### src/design/mfle_pkg.sv
`default_nettype none

package mfle_pkg;

    localparam int BURST_MAX = 8;
    localparam int BURST_CNT_W = $clog2(BURST_MAX + 1);
    localparam int BURST_IDX_W = $clog2(BURST_MAX);

    localparam logic [7:0] CHAR_CR = 8'h0D;
    localparam logic [7:0] CHAR_LF = 8'h0A;
    localparam logic [7:0] CHAR_GT = 8'h3E;

    // bytes produced by one input, sent in order from index 0
    typedef struct packed {
        logic [BURST_MAX-1:0][7:0] bytes;
        logic [BURST_CNT_W-1:0]    cnt;
    } burst_t;

    // the "From " pattern, one byte per position
    function automatic logic [7:0] pat_byte(input logic [2:0] pos);
        logic [7:0] ch;
        case (pos)
            3'd0:    ch = 8'h46;
            3'd1:    ch = 8'h72;
            3'd2:    ch = 8'h6F;
            3'd3:    ch = 8'h6D;
            3'd4:    ch = 8'h20;
            default: ch = 8'h00;
        endcase
        return ch;
    endfunction

endpackage

`default_nettype wire

### src/design/mbox_from_line_escaper.sv
`default_nettype none

// mboxrd "From " quoting, one message byte per transfer. Lines whose text
// (after any run of '>') begins with "From " get one extra '>' in front.
// Up to four matching bytes are held until the line prefix is decided;
// such bytes produce no output on their own. A finish request (req_type 1)
// flushes held bytes, ends an open line with CRLF and adds a blank CRLF line.
// Each input gives 0 to 8 output bytes, m_last marking the final one. An
// input is taken every cycle while inputs yield at most one byte each and
// m_ready is high; the single output byte port sets the rate, so an input
// yielding several bytes holds the stream until all are sent. A one-burst
// skid slot lets the next input enter while the current burst is being sent.
module mbox_from_line_escaper
    import mfle_pkg::*;
(
    input  wire logic       aclk,
    input  wire logic       aresetn,
    input  wire logic       s_valid,
    output logic            s_ready,
    input  wire logic       s_req_type,
    input  wire logic [7:0] s_in_byte,
    output logic            m_valid,
    input  wire logic       m_ready,
    output logic [7:0]      m_out_byte,
    output logic            m_last
);

    typedef enum logic [1:0] {
        PH_FRESH  = 2'd0,
        PH_PREFIX = 2'd1,
        PH_MID    = 2'd2
    } phase_t;

    phase_t      phase_reg;
    phase_t      phase_next;
    logic [2:0]  mcount_reg;
    logic [2:0]  mcount_next;
    logic [2:0]  m;
    burst_t      burst;
    logic        accept;

    assign accept = s_valid && s_ready;

    always_comb begin
        m           = (mcount_reg > 3'd4) ? 3'd0 : mcount_reg;
        burst       = '0;
        phase_next  = phase_reg;
        mcount_next = 3'd0;
        if (s_req_type) begin
            for (int i = 0; i < BURST_MAX; i++) begin
                if (3'(i) < m) begin
                    burst.bytes[i] = pat_byte(3'(i));
                end else begin
                    // tail alternates CR, LF
                    burst.bytes[i] = (i[0] ^ m[0]) ? CHAR_LF : CHAR_CR;
                end
            end
            burst.cnt  = BURST_CNT_W'(m) +
                         ((phase_reg != PH_FRESH) ? BURST_CNT_W'(4) : BURST_CNT_W'(2));
            phase_next = PH_FRESH;
        end else if (phase_reg != PH_FRESH && phase_reg != PH_PREFIX) begin
            burst.bytes[0] = s_in_byte;
            burst.cnt      = BURST_CNT_W'(1);
            if (s_in_byte == CHAR_LF) begin
                phase_next = PH_FRESH;
            end
        end else if (m == 3'd0 && s_in_byte == CHAR_GT) begin
            burst.bytes[0] = s_in_byte;
            burst.cnt      = BURST_CNT_W'(1);
            phase_next     = PH_PREFIX;
        end else if (s_in_byte == pat_byte(m)) begin
            if (m == 3'd4) begin
                burst.bytes[0] = CHAR_GT;
                for (int i = 0; i < 5; i++) begin
                    burst.bytes[i+1] = pat_byte(3'(i));
                end
                burst.cnt  = BURST_CNT_W'(6);
                phase_next = PH_MID;
            end else begin
                // hold the byte, nothing sent yet
                phase_next  = PH_PREFIX;
                mcount_next = m + 3'd1;
            end
        end else begin
            for (int i = 0; i < BURST_MAX; i++) begin
                if (3'(i) < m) begin
                    burst.bytes[i] = pat_byte(3'(i));
                end else if (3'(i) == m) begin
                    burst.bytes[i] = s_in_byte;
                end
            end
            burst.cnt  = BURST_CNT_W'(m) + BURST_CNT_W'(1);
            phase_next = (s_in_byte == CHAR_LF) ? PH_FRESH : PH_MID;
        end
    end

    always_ff @(posedge aclk) begin
        if (!aresetn) begin
            phase_reg  <= PH_FRESH;
            mcount_reg <= 3'd0;
        end else if (accept) begin
            phase_reg  <= phase_next;
            mcount_reg <= mcount_next;
        end
    end

    mfle_ser u_ser (
        .aclk       (aclk),
        .aresetn    (aresetn),
        .load       (accept && (burst.cnt != '0)),
        .burst_in   (burst),
        .load_ready (s_ready),
        .m_valid    (m_valid),
        .m_ready    (m_ready),
        .m_out_byte (m_out_byte),
        .m_last     (m_last)
    );

    a_mcount_range: assert property (@(posedge aclk) disable iff (!aresetn)
        mcount_reg <= 3'd4)
        else $error("match count out of range");

    a_held_in_prefix: assert property (@(posedge aclk) disable iff (!aresetn)
        (mcount_reg != 3'd0) |-> (phase_reg == PH_PREFIX))
        else $error("held bytes outside line prefix");

    a_finish_resets: assert property (@(posedge aclk) disable iff (!aresetn)
        (accept && s_req_type) |=> (phase_reg == PH_FRESH && mcount_reg == 3'd0))
        else $error("finish did not return to line start");

endmodule

`default_nettype wire

### src/design/mfle_ser.sv
`default_nettype none

module mfle_ser
    import mfle_pkg::*;
(
    input  wire logic       aclk,
    input  wire logic       aresetn,
    input  wire logic       load,
    input  wire burst_t     burst_in,
    output logic            load_ready,
    output logic            m_valid,
    input  wire logic       m_ready,
    output logic [7:0]      m_out_byte,
    output logic            m_last
);

    burst_t                 act_reg;
    logic                   act_valid_reg;
    logic [BURST_IDX_W-1:0] idx_reg;
    burst_t                 pend_reg;
    logic                   pend_valid_reg;

    logic act_last;
    logic act_done;
    logic act_free;

    assign act_last = ((BURST_CNT_W'(idx_reg) + BURST_CNT_W'(1)) == act_reg.cnt);
    assign act_done = act_valid_reg && m_ready && act_last;
    assign act_free = !act_valid_reg || act_done;

    // skid slot keeps ready a plain register
    assign load_ready = !pend_valid_reg;

    assign m_valid    = act_valid_reg;
    assign m_out_byte = act_reg.bytes[idx_reg];
    assign m_last     = act_last;

    always_ff @(posedge aclk) begin
        if (!aresetn) begin
            act_valid_reg  <= 1'b0;
            pend_valid_reg <= 1'b0;
            idx_reg        <= '0;
        end else begin
            if (act_free) begin
                if (pend_valid_reg) begin
                    act_reg        <= pend_reg;
                    act_valid_reg  <= 1'b1;
                    idx_reg        <= '0;
                    pend_valid_reg <= 1'b0;
                end else if (load) begin
                    act_reg       <= burst_in;
                    act_valid_reg <= 1'b1;
                    idx_reg       <= '0;
                end else begin
                    act_valid_reg <= 1'b0;
                end
            end else begin
                if (m_valid && m_ready) begin
                    idx_reg <= idx_reg + BURST_IDX_W'(1);
                end
                if (load) begin
                    pend_reg       <= burst_in;
                    pend_valid_reg <= 1'b1;
                end
            end
        end
    end

    a_pend_needs_act: assert property (@(posedge aclk) disable iff (!aresetn)
        pend_valid_reg |-> act_valid_reg)
        else $error("skid slot filled while output idle");

    a_act_nonempty: assert property (@(posedge aclk) disable iff (!aresetn)
        act_valid_reg |-> (act_reg.cnt != '0) && (BURST_CNT_W'(idx_reg) < act_reg.cnt))
        else $error("output index outside burst");

    a_hold_on_stall: assert property (@(posedge aclk) disable iff (!aresetn)
        (m_valid && !m_ready) |=> (m_valid && $stable(m_out_byte) && $stable(m_last)))
        else $error("result changed while stalled");

endmodule

`default_nettype wire

### config.mk
export PLATFORM = sky130hd
export DESIGN_NAME = mbox_from_line_escaper
export DESIGN_NICKNAME = d
export VERILOG_FILES = /design/src/design/mfle_pkg.sv /design/src/design/mbox_from_line_escaper.sv /design/src/design/mfle_ser.sv
export SDC_FILE = /design/constraint.sdc
export NUM_CORES = 1
export LEC_CHECK = 0
export BUFFER_PORTS_ARGS = -buffer_cell sky130_fd_sc_hd__buf_2
export CAP_MARGIN = 30
export CORE_MARGIN = 2
export CORE_UTILIZATION = 55
export CTS_BUF_LIST = sky130_fd_sc_hd__clkbuf_4
export CTS_CLUSTER_SIZE = 28
export DETAILED_ROUTE_END_ITERATION = 10
export PLACE_DENSITY = 0.8
export SLEW_MARGIN = 20
export SYNTH_ARGS = -nofsm -noshare
export SYNTH_HDL_FRONTEND = slang
export SYNTH_SLANG_ARGS = --single-unit
### constraint.sdc
create_clock -name aclk -period 7.8 [get_ports aclk]
set_input_delay 1.56 -clock aclk [delete_from_list [all_inputs] [get_ports aclk]]
set_output_delay 1.56 -clock aclk [all_outputs]
set_load 0.01 [all_outputs]
==> impl_metrics.csv, run 1 <==
group,metric,value,unit
pwr,fin_total_pwr,1.49,mW
grt,grt_pass1_vias,4900,
critical_path,path_class,"register to register",
layout,layout-drive-gt1-share,21.3,%
clock_network,clk_pin_slew_worst_paths,0.12,ns
routing,first_iter_violations,697,
critical_path,reg2reg_from,"mcount_reg[0]",
timing,skew,0.0196,ns
synth,synth_flop_cell,"edfxtp_1",
die,start_util,55.8,%
routing,via_per_inst,6.21,
timing,whs,0.465,ns
synth,synth_edf_count,136,
critical_path,cp_cell_sequence,"nor2b_1 -> inv_1 -> ha_1 -> or3b_1 -> a21o_1 -> a21oi_1 -> o211a_1 -> o31ai_1 -> a21oi_1 -> o21ai_2 -> a21oi_4 -> buf_4",
die,pin_count,24,
routing,route.detailed.drc,0,
clock_network,cts_resized,0,
timing,rsz0062_at_grt,"false",
timing,timing.final.ws_setup,2.40,ns
hold_path,hold_start,"phase_reg[0]",
timing,fin_crit_sh,69.2,%
timing,report.final.slew_viol_count,0,
job,max_cap_violations,0,
clock_network,postCtsSetupRepairBufs,0,
layout,design_area,7850,µm²
critical_path,critical_path_buf_inv_count,2,
routing,ant_nets,0,
place,hpwl,12.3,mm
routing,vias,4997,
pwr,power_density,190,nW/µm²
timing,layout_min_cycle_time,5.40,ns
clock_network,worst_skew_pair.late_latency,0.56,ns
timing,fmax,0.185,GHz
critical_path,critical_path.startpoint_type,"register",
place,pre_cts_ws,2.54,ns
synth,ys_seq_area_share,58.7,%
clock_network,cts_buffers,17,
place,place_area,7580,µm²
critical_path,required,7.99,ns
die,rows,42,
critical_path,r2r_end,"u_ser.act_reg[41]",
synth,synth-seq-cells,146,
pwr,p_int,1.13,mW
clock_network,cts_buffer_depth,2,
grt,grt_max_degree,57,
clock_network,cts-root-buf,"clkbuf_4",
routing,drt_pass1_iterations,7,
layout,fin_nets,637,
synth,synthDistinctLibCells,67,
grt,antenna_found_initial,1,
clock_network,h-tree-depth,4,
timing,final-hold-violation-count,0,
pwr,switching_share,24.1,%
timing,finalSetupViolCount,0,
pwr,p_sw,0.360,mW
critical_path,cp.arrival,5.59,ns
place,gp_congestion,0.928,
hold_path,hold_class,"register to register",
synth,yosys_warnings,0,
critical_path,path_delay_family,"compound AO/OA/AOI/OAI gates",
routing,wirelength,17.9,mm
layout,syn_to_final_growth,7.51,%
die,die_h,119,µm
routing,drt-wirelength-per-cell,22.2,µm
synth,syn-cell-area,7300,µm²
place,portBuffers,23,
hold_path,min_delay_path_depth,2,
pwr,comb_power_share,9.3,%
synth,synth_area_per_cell,12.1,µm²
critical_path,r2r_setup_slack,2.40,ns
grt,gr-total-overflow,0,
grt,track_usage,26.7,%
die,die_area,14200,µm²
layout,fin_cells,805,
critical_path,cp_slowest_cell,"buf_4",
status,run_status,"finished, final reports clean",
critical_path,crit_fanout,56,
pwr,sequentialPowerShare,60.2,%
grt,grt_pass1_wl,27.9,mm
timing,worst_slew_pin_slew,0.726,ns
synth,async_reset_ff_share,0,%
timing,final.setup.tns,0,ns
layout,fin_util,60.0,%
critical_path,reg2regPathDepth,12,
clock_network,holdBufCountCts,0,
critical_path,slowest_delay,0.66,ns
pwr,vdd.ir_drop.worst,0.0826,mV
die,design.core.area,13100,µm²
place,dp.cells,774,
die,fp.dieW,119,µm
hold_path,whs_endpoint,"phase_reg[0]",
pwr,power.clock.fraction,30.4,%
critical_path,cpMostUsedCell,"a21oi_1",
critical_path,end_kind,"register",
timing,relSlewSlack,51.4,%
clock_network,cts_tree,"done",
synth,syn-instance-count,605,
pwr,p_leak,2.78,nW
clock_network,cts_sinks,146,
[Yosys cell counts, types with 4 or more instances]
library cell  instances  area share [%]
and2_1               12             1.0
nand2_1              96             4.9
nor2b_1               9            0.77
inv_1                 8            0.41
a21boi_0              5            0.51
or3_1                 4            0.34
clkbuf_1             31             1.6
dfxtp_1              10             2.7
nor3_1                7            0.48
nand2b_1             14             1.2
a2bb2oi_1             9             1.1
nor2_1               45             2.3
mux2_2               42             6.5
a21oi_1              25             1.7
ha_1                  5            0.86
o21ai_0              17             1.2
nand3_1              15             1.0
edfxtp_1            136              56
o31ai_1              13             1.3
mux4_2               16             4.9
and3_1                4            0.34
o21ai_1              14            0.96
[logic make-up (layout without fill, tap and decap cells)]
family,Yosys count,after routing,share of synthesized area (%)
and+or+nand+nor,225,225,14.6
buffers and inverters,51,72,2.83
DFF,146,146,58.7
AOI/OAI and AO/OA,113,113,10.6
muxes,60,60,11.7
other,1,4,0.0514
xor gates and xnor gates,3,3,0.360
adders and majority gates,6,6,1.13
[placed cells by master, fill, tap and decap left out, types with 10 or more instances in the layout]
master,count
nor2_1,45
o21ai_0,17
nand2b_1,14
o21ai_1,14
nand3_1,15
mux2_2,42
clkbuf_4,19
nand2_1,96
buf_2,24
mux4_2,16
edfxtp_1,136
and2_1,12
dfxtp_1,10
o31ai_1,13
a21oi_1,24
[how the worst max path moves through the flow]
stage / depth (start not counted) / slack [ns] / endpoint / startpoint
after floorplan: 7 / 0.86 / u_ser.act_reg[0] / s_in_byte[3]
after global placement: 10 / 2.63 / u_ser.pend_reg[39] / s_in_byte[5]
after detailed placement: 12 / 2.54 / u_ser.act_reg[63] / mcount_reg[0]
after CTS: 12 / 2.51 / u_ser.act_reg[45] / mcount_reg[0]
after global routing: 12 / 2.04 / u_ser.act_reg[23] / mcount_reg[0]
final: 12 / 2.40 / u_ser.act_reg[41] / mcount_reg[0]
[layout make-up]
cell class / instances / area (µm²)
antenna: 1 / 2.50
clock buffer: 19 / 143
clock inverter: 10 / 113
fill: 1029 / 5240
inverter: 11 / 41.3
multi-input combinational: 410 / 2840
sequential: 146 / 4280
tap: 176 / 220
timing repair buffer: 32 / 205
[power groups by stage]
stage | logic [mW] | clock network, mW | registers, mW
floorplan | 0.0954 | 0 | 0.916
global placement | 0.133 | 0 | 0.915
detailed placement | 0.137 | 0 | 0.917
CTS | 0.138 | 0.462 | 0.899
global route | 0.151 | 0.494 | 0.902
finish | 0.139 | 0.454 | 0.899
[worst register-to-register path: stages, from the launching register on]
cell and delay, ns:
dfxtp_1 0.60, nor2b_1 0.62, inv_1 0.20, ha_1 0.47
or3b_1 0.44, a21o_1 0.18, a21oi_1 0.26, o211a_1 0.60
o31ai_1 0.14, a21oi_1 0.23, o21ai_2 0.17, a21oi_4 0.42
buf_4 0.66
[layer usage]
layer / track usage [%] / vias to the layer above / wire length (µm)
met2: 39.5 / 269 / 8330
met3: 7.42 / 43 / 1440
li1: - / 2273 / -
met1: 37.3 / 2412 / 7620
met5: 0 / - / 0
met4: 10.9 / 0 / 459
No activity file was read; power rests on OpenSTA's default activity.
==> run 2, diff against run 1 <==
Settings changed: PLACE_DENSITY 0.8 to 0.77.
Clock period 7.8 ns to 5.15 ns, I/O delays scaled along.
==> impl_metrics.csv, run 2 (synthesis gave the netlist of run 1 again) <==
group,metric,value,unit
status,run_status,"finished, final reports clean",
job,max_cap_violations,0,
place,hpwl,12.2,mm
pwr,sequentialPowerShare,59.4,%
pwr,switching_share,25.0,%
place,portBuffers,23,
routing,via_per_inst,6.14,
layout,syn_to_final_growth,8.30,%
routing,route.detailed.drc,0,
routing,vias,4964,
clock_network,holdBufCountCts,0,
clock_network,cts_tree,"done",
pwr,p_int,1.72,mW
pwr,p_leak,2.81,nW
clock_network,h-tree-depth,4,
layout,layout-drive-gt1-share,21.7,%
pwr,vdd.ir_drop.worst,0.158,mV
critical_path,cp.arrival,4.89,ns
grt,antenna_found_initial,1,
critical_path,end_kind,"register",
timing,skew,0.0127,ns
timing,fin_crit_sh,90.2,%
timing,final.setup.tns,0,ns
layout,most-common-layout-cells,"edfxtp_1 (136), nand2_1 (96), nor2_1 (45)",
layout,fillers,1048,
clock_network,worst_skew_pair.late_latency,0.55,ns
die,fp.dieW,119,µm
grt,grt_pass1_wl,27.6,mm
die,pin_count,24,
pwr,power_density,290,nW/µm²
place,place_area,7620,µm²
layout,fin_util,60.4,%
die,start_util,55.8,%
critical_path,required,5.39,ns
timing,whs,0.497,ns
timing,final-hold-violation-count,0,
critical_path,crit_fanout,54,
die,die_area,14200,µm²
layout,fin_nets,638,
timing,finalSetupViolCount,0,
die,die_h,119,µm
pwr,power.clock.fraction,31.3,%
clock_network,cts_resized,0,
critical_path,critical_path.startpoint_type,"register",
clock_network,postCtsSetupRepairBufs,0,
layout,seq_area,4280,µm²
place,dp.cells,776,
pwr,p_sw,0.572,mW
timing,rsz0062_at_grt,"false",
layout,fin_cells,809,
die,rows,42,
routing,drt-wirelength-per-cell,21.5,µm
layout,design_area,7900,µm²
grt,grt_pass1_vias,4885,
clock_network,cts-root-buf,"clkbuf_4",
critical_path,path_class,"register to register",
clock_network,cts_sinks,146,
pwr,comb_power_share,9.3,%
routing,drt_pass1_iterations,5,
clock_network,clk_pin_slew_worst_paths,0.12,ns
die,design.core.area,13100,µm²
layout,multi_input_area,2840,µm²
clock_network,cts_buffers,17,
timing,layout_min_cycle_time,4.64,ns
hold_path,hold_class,"register to register",
timing,report.final.slew_viol_count,0,
grt,grt_max_degree,55,
clock_network,cts_buffer_depth,2,
place,gp_congestion,0.982,
routing,ant_nets,0,
timing,relSlewSlack,37.6,%
timing,worst_slew_pin_slew,0.934,ns
routing,first_iter_violations,614,
grt,gr-total-overflow,0,
routing,wirelength,17.4,mm
grt,track_usage,25.9,%
timing,fmax,0.215,GHz
layout,final_common_cell,"edfxtp_1",
## run 2: cell count changes in the layout (fill, tap and decap cells not counted), moves of 2 or more
cell / delta
buf_4: +3
buf_8: -2
inv_6: +3
clkbuf_4: -2
clkinv_4: +2
## run 2: final timing paths
check | startpoint | to | slack [ns] | cells past startpoint
setup / recovery | mcount_reg[0] | u_ser.act_reg[43] | 0.51 | 12
setup reg to reg | mcount_reg[0] | u_ser.act_reg[43] | 0.51 | 12
hold / removal | phase_reg[0] | phase_reg[0] | 0.50 | 2
hold reg to reg | phase_reg[0] | phase_reg[0] | 0.50 | 2
## run 2: final cells by class
type,count,area share (%)
sequential,146,54.2
multi-input combinational,410,35.9
timing repair buffer,33,2.98
tap,176,2.79
clock inverter,15,1.96
clock buffer,17,1.61
inverter,11,0.522
antenna,1,0.0317
## run 2: through the flow
stage / power, mW / worst slack (ns)
6_report: 2.29 / 0.506
2_1_floorplan: 1.53 / 0.000290
4_1_cts: 2.31 / 0.586
3_3_place_gp: 1.59 / 0.756
3_5_place_dp: 1.60 / 0.618
5_1_grt: 2.37 / 0.101
## run 2: layer usage
metal  wire (µm)  track usage, %  share of wire, %
met5           0               0                 0
met2        8330            40.6                48
met1        7470            36.9                43
met3        1200            5.08               6.9
met4         371            7.81               2.1
## run 2: power by group through the flow
| stage | Sequential [mW] | Clock (mW) | Combinational, mW |
|---|---|---|---|
| 2_1_floorplan | 1.38 | 0 | 0.146 |
| 3_3_place_gp | 1.39 | 0 | 0.205 |
| 3_5_place_dp | 1.39 | 0 | 0.211 |
| 4_1_cts | 1.36 | 0.731 | 0.213 |
| 5_1_grt | 1.37 | 0.770 | 0.231 |
| 6_report | 1.36 | 0.717 | 0.213 |
## run 2: critical path: stages, from the launching register on
cell	delay [ns]
dfxtp_1	0.59
nor2b_1	0.57
inv_1	0.20
ha_1	0.43
or3b_1	0.42
a21o_1	0.18
a21oi_1	0.26
o211a_1	0.59
o31ai_1	0.14
a21oi_1	0.23
o21ai_2	0.16
a21oi_4	0.22
buf_12	0.28
